`config.mk`:
```
export PLATFORM = sky130hd
export DESIGN_NAME = isort_cell
export DESIGN_NICKNAME = d
export VERILOG_FILES = /design/src/rtl/isort_pkg.sv /design/src/rtl/isort_cell.sv
export SDC_FILE = /design/constraint.sdc
export NUM_CORES = 1
export LEC_CHECK = 0
export ABC_AREA = 0
export BUFFER_PORTS_ARGS = -buffer_cell sky130_fd_sc_hd__clkbuf_2
export CAP_MARGIN = 5
export CORE_MARGIN = 2
export CORE_UTILIZATION = 41
export DETAILED_ROUTE_END_ITERATION = 16
export GPL_ROUTABILITY_DRIVEN = 0
export GPL_TIMING_DRIVEN = 1
export PLACE_DENSITY = 0.77
export SLEW_MARGIN = 40
export SYNTH_ARGS = -nofsm -noshare
export SYNTH_HDL_FRONTEND = slang
export SYNTH_SLANG_ARGS = --single-unit
```
`constraint.sdc`:
```
create_clock -name clk -period 3.5 [get_ports clk]
set_input_delay 0.35 -clock clk [delete_from_list [all_inputs] [get_ports clk]]
set_output_delay 0.35 -clock clk [all_outputs]
set_load 0.01 [all_outputs]
```
`src/rtl/isort_pkg.sv`:
```
`timescale 1ns / 1ps

package isort_pkg;

	localparam int MAX_ITEMS_DEF = 64;
	localparam int VALUE_W = 32;

	typedef struct packed {
		logic signed [VALUE_W-1:0] value;
		logic                      last_item;
	} item_t;

	typedef struct packed {
		logic signed [VALUE_W-1:0] sorted_value;
		logic                      last_of_run;
		logic                      overflow_seen;
	} result_t;

	typedef struct packed {
		logic insert;
		logic shift_down;
	} cell_ctrl_t;

	typedef enum logic {
		ST_IDLE,
		ST_EMIT
	} state_t;

endpackage

```
`src/rtl/isort_cell.sv`:
```
`timescale 1ns / 1ps

module isort_cell
	import isort_pkg::*;
(
	input  logic                      clk,
	input  logic                      arst_n,
	input  cell_ctrl_t                ctrl,
	input  logic signed [VALUE_W-1:0] ins_value,
	input  logic signed [VALUE_W-1:0] prev_value,
	input  logic                      prev_valid,
	input  logic                      prev_gt,
	input  logic signed [VALUE_W-1:0] next_value,
	input  logic                      next_valid,
	output logic signed [VALUE_W-1:0] value,
	output logic                      valid,
	output logic                      gt
);

	logic signed [VALUE_W-1:0] value_q;
	logic                      valid_q;

	// empty cells count as larger than anything
	assign gt = !valid_q || (value_q > ins_value);

	always_ff @(posedge clk or negedge arst_n) begin
		if (!arst_n) begin
			valid_q <= 1'b0;
		end else if (ctrl.shift_down) begin
			valid_q <= next_valid;
		end else if (ctrl.insert && gt) begin
			valid_q <= valid_q || !prev_gt || prev_valid;
		end
	end

	always_ff @(posedge clk) begin
		if (ctrl.shift_down) begin
			value_q <= next_value;
		end else if (ctrl.insert && gt) begin
			value_q <= prev_gt ? prev_value : ins_value;
		end
	end

	assign value = value_q;
	assign valid = valid_q;

endmodule

```
==> results of run 1 <==
-- state kept, by name, indices dropped and copies added, names as in the netlist --
signal / flops
value: 32
valid: 1
-- power by group --
group          internal [mW]  leakage (nW)  switching (mW)
Sequential             0.498         0.343          0.0298
Clock                  0.210        0.0528           0.130
Combinational          0.173          1.45           0.207
Total                  0.881          1.84           0.367
-- cell type report --
type | count | share of cell area (%)
Multi-Input combinational cell | 186 | 40.2
Sequential cell | 33 | 29.0
Timing Repair Buffer | 140 | 21.0
Inverter | 35 | 3.86
Tap cell | 75 | 2.76
Clock buffer | 6 | 2.13
Clock inverter | 2 | 0.993
-- what timing repair did --
item / 4_1_cts / 5_1_grt
hold buffers: 1 / 0
hold endpoints to repair: 1 / 0
endpoints found under the setup margin: 0 / 0
-- cells by family (layout without fill, tap and decap cells) --
logic type,count (synthesis),count (layout)
flip-flops,33,33
adder cells (fa/ha/maj),32,32
AO/OA/AOI/OAI,64,64
buffers and inverters,46,183
AND/OR/NAND/NOR,58,58
multiplexers,32,32
-- stage by stage --
step / hold slack [ps] / instance area (sq um) / power [mW] / setup WS, ps / utilization (%)
floorplan: 54.4 / 2520 / 0.745 / 77.4 / -
global placement: 135 / 3280 / 0.903 / 1100 / 55.5
detailed placement: 139 / 3290 / 0.919 / 995 / 55.5
CTS: 308 / 3400 / 1.26 / 832 / 57.5
global route: 331 / 3400 / 1.33 / 732 / 57.5
finish: 312 / 3400 / 1.25 / 832 / 57.5
-- cell usage after synthesis --
cell | n | area (sq um)
sky130_fd_sc_hd__a2111oi_2 | 1 | 15.0
sky130_fd_sc_hd__a211oi_1 | 2 | 15.0
sky130_fd_sc_hd__a21o_1 | 3 | 22.5
sky130_fd_sc_hd__a21oi_1 | 15 | 75.1
sky130_fd_sc_hd__and4_1 | 1 | 8.76
sky130_fd_sc_hd__buf_2 | 3 | 15.0
sky130_fd_sc_hd__clkbuf_1 | 8 | 30.0
sky130_fd_sc_hd__dfrtp_1 | 1 | 25.0
sky130_fd_sc_hd__edfxtp_1 | 32 | 961
sky130_fd_sc_hd__ha_1 | 32 | 400
sky130_fd_sc_hd__inv_1 | 35 | 131
sky130_fd_sc_hd__mux2i_1 | 32 | 320
sky130_fd_sc_hd__nand2_1 | 39 | 146
sky130_fd_sc_hd__nand2b_1 | 2 | 12.5
sky130_fd_sc_hd__nand3_1 | 5 | 25.0
sky130_fd_sc_hd__nand4_1 | 5 | 31.3
sky130_fd_sc_hd__nand4_2 | 1 | 12.5
sky130_fd_sc_hd__nor2_1 | 2 | 7.51
sky130_fd_sc_hd__nor4_2 | 2 | 25.0
sky130_fd_sc_hd__o211a_1 | 2 | 20.0
sky130_fd_sc_hd__o21a_1 | 1 | 7.51
sky130_fd_sc_hd__o21ai_0 | 36 | 180
sky130_fd_sc_hd__o21ai_1 | 2 | 10.0
sky130_fd_sc_hd__o221ai_1 | 1 | 8.76
sky130_fd_sc_hd__o31ai_1 | 1 | 7.51
sky130_fd_sc_hd__or2_1 | 1 | 6.26
-- worst reg2reg max path, stage by stage (launching register included) --
cell and delay, ps:
sky130_fd_sc_hd__edfxtp_1 410, sky130_fd_sc_hd__ha_1 330, sky130_fd_sc_hd__nand4_2 180, sky130_fd_sc_hd__nor4_2 350, sky130_fd_sc_hd__a211oi_1 130, sky130_fd_sc_hd__o211a_1 290, sky130_fd_sc_hd__o21ai_4 150, sky130_fd_sc_hd__buf_4 280
-- routing by layer --
metal  vias up  share of wire [%]  global-route usage [%]
met5         -                  0                       0
met4         0                2.8                    8.50
met3        15                7.0                    3.70
met2        93                 49                    33.1
met1      1044                 41                    21.0
li1       1220                  -                       -
-- path summary, 6_finish.rpt --
path                       slack [ps]  cells past startpoint        end        from
max in group asynchronous        3010                      2      valid      arst_n
max                               830                      7         gt   value[14]
min                               310                      3      valid  next_valid
max reg2reg                      1070                      7  value[18]   value[14]
min in group asynchronous         390                      2      valid      arst_n
min reg2reg                       650                      2      valid       valid
==> results_dict.tcl, run 1 <==
set metrics [dict create \
    critical_path.slowest_cell "sky130_fd_sc_hd__edfxtp_1" \
    route.detailed.wl_per_inst_um 13.3 \
    detailedRoute.firstPassIterationCount 4 \
    detailed_place_hpwl_mm 5.30 \
    syn_avg_cell_area_sq_um 9.51 \
    biggest_cell_delay_along_the_critical_path_ps 410 \
    final-setup-viol-count 0 \
    timing.setup.tns_ps 0 \
    syn-cell-area_sq_um 2520 \
    h-tree-depth 2 \
    finalHoldViolations 0 \
    layout_common_cells "sky130_fd_sc_hd__clkbuf_2 (135), sky130_fd_sc_hd__nand2_1 (39), sky130_fd_sc_hd__o21ai_0 (36), sky130_fd_sc_hd__inv_1 (35)" \
    number_of_placed_cells_counting_well_taps 468 \
    grtUsageTotal_pct 18.5 \
    die-area_sq_um 6790 \
    fp.dieH_um 82.4 \
    cts_buffer_depth 2 \
    fp.coreArea_sq_um 5920 \
    outcome "finished clean" \
    cts-resized-gates 0 \
    post_synth_xor_area_fraction_pct 0 \
    nets_in_the_synthesized_netlist 400 \
    worstPathMaxFanout 3 \
    clock_tree_from_tritoncts "done" \
    post-cts-setup-buffer-count 0 \
    p_leak_nw 1.84 \
    area.growth.synth_to_final_pct 35.0 \
    rows 28 \
    fp.dieW_um 82.4 \
    final_common_cell "sky130_fd_sc_hd__clkbuf_2" \
    timing.clock.skew_ps 8.15 \
    tcrit_tclk_final_pct 76.2 \
    final_layout_size_suffix_gt1_share_pct 37.3 \
    drt_first_iter_violations 80 \
    syn-instance-count 265 \
    clock_latency_ps 280 \
    critical_path.cell_chain "ha_1 -> nand4_2 -> nor4_2 -> a211oi_1 -> o211a_1 -> o21ai_1 -> clkbuf_2" \
    largest_vdd_supply_drop_uv 215 \
    timing.critical_path.from_type "flip-flop" \
    final_antenna_net_count 0 \
    synthesis_warning_total 0 \
    synthesized_area_fraction_occupied_by_ao_oa_aoi_and_oai_cells_pct 14.3 \
    grt_max_degree 37 \
    cts_made_buffers 5 \
    antenna_found_initial 0 \
    hold_path_class "primary input to flip-flop" \
    criticalPathCategory "flip-flop to output port" \
    first_pass_grt_wire_length_mm 9.44 \
    worst_slew_margin_rel_pct 59.6 \
    final.fill_count 527 \
    route.detailed.drc 0 \
    regArea_sq_um 986 \
    power-per-cell-area_nw_per_um2 367 \
    synth.yosys.seq_area_share_pct 39.1 \
    vias 2372 \
    max_slew.worst_pin.slew_ps 606 \
    min_period_ps 2670 \
    grt.overflow.total 0 \
    clk_pin_slew_worst_paths_ps 70 \
    ant_cells 0 \
    worstSetupEndpointType "output port" \
    final-max-slew-violation-count 0 \
    via_count_of_the_first_global_routing_pass 2196 \
    cts-root-buf "sky130_fd_sc_hd__clkbuf_8" \
    timing.critical_path.arrival_ps 2320 \
    multi_input_logic_area_sq_um 1370 \
    ys_ff_latch 33 \
    drt-vias-per-instance 4.97 \
    drv_cap 0 \
    synth.area.mux_share_pct 12.7 \
    fin_cells 477 \
    worst_path_dominant_cell_family "compound AO/OA/AOI/OAI gates" \
    floorplan.initialDensity_pct 42.6 \
    io_pins 137 \
    grt_setup_unrepaired "no" \
    critical_path.n_buffers_inverters 1 \
    max_clock_freq_mhz 375 \
    yosysUniqueCellTypes 26 \
    final_nets 536 \
    yosys.area_share.adder_pct 15.9 \
    critical_path_required_ps 3150 \
    synthSimpleGateAreaFrac_pct 10.9 \
    postRouteWirelength_mm 6.34 \
    portBuffers 136 \
    total_clock_sinks 33 \
    synth_top_family_by_area "adder cells" \
]
(Power assumes the default switching activity.)
==> run 2: changes to the inputs <==
- CORE_UTILIZATION: 41 -> 45
- PLACE_DENSITY: 0.77 -> 0.81
- clock period: 3.5 -> 2.6 ns (I/O delays scaled with it)
==> results_dict.tcl, run 2 (synthesized netlist as in run 1, its figures left out) <==
set metrics [dict create \
    outcome "finished clean" \
    max_slew.worst_pin.slew_ps 549 \
    grtUsageTotal_pct 20.9 \
    drt_first_iter_violations 110 \
    route.detailed.wl_per_inst_um 13.4 \
    criticalPathCategory "flip-flop to output port" \
    timing.clock.skew_ps 6.86 \
    clk_pin_slew_worst_paths_ps 70 \
    fp.coreArea_sq_um 5470 \
    timing.critical_path.from_type "flip-flop" \
    critical_path.cell_chain "ha_1 -> nand4_4 -> nor4_4 -> a211oi_1 -> o211a_1 -> o21ai_1 -> clkbuf_2" \
    detailed_place_hpwl_mm 5.27 \
    power_frac_clock_pct 27.5 \
    min_period_ps 2500 \
    vias 2413 \
    via_count_of_the_first_global_routing_pass 2359 \
    worst_slew_margin_rel_pct 63.4 \
    critical_path.slowest_cell "sky130_fd_sc_hd__edfxtp_1" \
    sw_frac_of_total_pct 30.3 \
    cts_made_buffers 5 \
    grt_max_degree 37 \
    area.growth.synth_to_final_pct 37.5 \
    final_layout_size_suffix_gt1_share_pct 38.0 \
    drt-vias-per-instance 5.06 \
    r2r_setup_slk_ps 150 \
    share_comb_of_total_power_pct 31.0 \
    die-area_sq_um 6210 \
    io_pins 137 \
    floorplan.initialDensity_pct 46.0 \
    largest_vdd_supply_drop_uv 346 \
    worstSetupEndpointType "output port" \
    final-setup-viol-count 0 \
    route.detailed.drc 0 \
    final_common_cell "sky130_fd_sc_hd__clkbuf_2" \
    portBuffers 136 \
    cts-root-buf "sky130_fd_sc_hd__clkbuf_8" \
    rows 27 \
    ant_cells 0 \
    biggest_cell_delay_along_the_critical_path_ps 400 \
    p_leak_nw 1.87 \
    grt.overflow.total 0 \
    utilization_pct 63.3 \
    drv_cap 0 \
    fp.dieW_um 78.8 \
    total_clock_sinks 33 \
    layout_common_cells "sky130_fd_sc_hd__clkbuf_2 (136), sky130_fd_sc_hd__nand2_1 (39), sky130_fd_sc_hd__o21ai_0 (36), sky130_fd_sc_hd__inv_1 (35)" \
    h-tree-depth 2 \
    postRouteWirelength_mm 6.40 \
    placement.setup.worst_slack_ps 164 \
    cell_internal_pwr_mw 1.19 \
    final_nets 539 \
    cts_buffer_depth 2 \
    finalHoldViolations 0 \
    detailedRoute.firstPassIterationCount 4 \
    final_antenna_net_count 0 \
    fp.dieH_um 78.8 \
    antenna_found_initial 0 \
    tcrit_tclk_final_pct 96.3 \
    power-per-cell-area_nw_per_um2 494 \
    max_clock_freq_mhz 399 \
    critical_path_required_ps 2340 \
    final-max-slew-violation-count 0 \
    pwr-share-seq_pct 41.5 \
    timing.critical_path.arrival_ps 2240 \
    final.fill_count 470 \
    worst_path_dominant_cell_family "compound AO/OA/AOI/OAI gates" \
    hold_path_class "primary input to flip-flop" \
    largest_reg_flops 32 \
    worstPathMaxFanout 3 \
    netSwitchingPower_uw 520 \
    first_pass_grt_wire_length_mm 10.2 \
    critical_path.n_buffers_inverters 1 \
    clock_tree_from_tritoncts "done" \
    final.setup.worst_slack_ps 95.5 \
    clock_latency_ps 290 \
]
-- run 2: cell count changes in the layout (fill, tap and decap cells not counted), sizes merged --
cell,before,now
buf,3,6
-- run 2: final timing paths --
kind / startpoint / endpoint / depth (start not counted)
hold reg to reg: valid / valid / 2
setup reg to reg: value[15] / value[30] / 7
hold / removal: next_valid / valid / 3
setup / recovery: value[15] / gt / 7
max in group asynchronous: arst_n / valid / 2
min in group asynchronous: arst_n / valid / 2
-- run 2: worst reg2reg max path: stages, from the launching register on --
cell	delay [ps]
sky130_fd_sc_hd__edfxtp_1	400
sky130_fd_sc_hd__ha_1	380
sky130_fd_sc_hd__nand4_4	150
sky130_fd_sc_hd__nor4_4	320
sky130_fd_sc_hd__a211oi_1	120
sky130_fd_sc_hd__o211a_1	290
sky130_fd_sc_hd__o21ai_4	160
sky130_fd_sc_hd__buf_4	310
-- run 2: power groups by stage --
stage / clock network, mW / registers [mW] / logic [mW]
4_1_cts: 0.480 / 0.711 / 0.517
5_1_grt: 0.503 / 0.719 / 0.598
3_5_place_dp: 0 / 0.723 / 0.512
3_3_place_gp: 0 / 0.717 / 0.499
2_1_floorplan: 0 / 0.750 / 0.256
6_report: 0.471 / 0.711 / 0.531
-- run 2: area by class of cell --
class | count | area (sq um) | area share (%)
flip-flops and latches | 33 | 986 | 28.4
clock inverters | 2 | 33.8 | 0.975
repair buffers | 143 | 748 | 21.6
well taps | 72 | 90.1 | 2.60
multi-input cells | 186 | 1400 | 40.5
inverters | 35 | 131 | 3.79
clock buffers | 6 | 72.6 | 2.09
-- run 2: per-stage QoR --
stage                     power [mW]  area [sq um]  instances  hold WS, ps  TNS, ps
after floorplan                 1.01          2530        265        -35.6        0
after global placement          1.22          3300        466         38.0        0
after detailed placement        1.24          3300        466         40.0        0
after CTS                       1.71          3420        475          185        0
after global routing            1.82          3470        477          206    -11.0
final                           1.71          3470        477          193        0
-- run 2: per-layer routing --
| metal | vias to the layer above | global-route usage [%] | part of all wire (%) |
|---|---|---|---|
| li1 | 1228 | - | - |
| met1 | 1098 | 23.9 | 41 |
| met2 | 77 | 39.1 | 51 |
| met3 | 10 | 4.43 | 5.5 |
| met4 | 0 | 5.69 | 1.8 |
| met5 | - | 0 | 0 |
-- run 2: timing repair --
action / CTS / global route
endpoints found under the setup margin: 0 / 1
endpoints found under the hold margin: 1 / 0
buffers inserted: 0 / 2
hold buffers: 1 / 0
resized for setup: 0 / 4
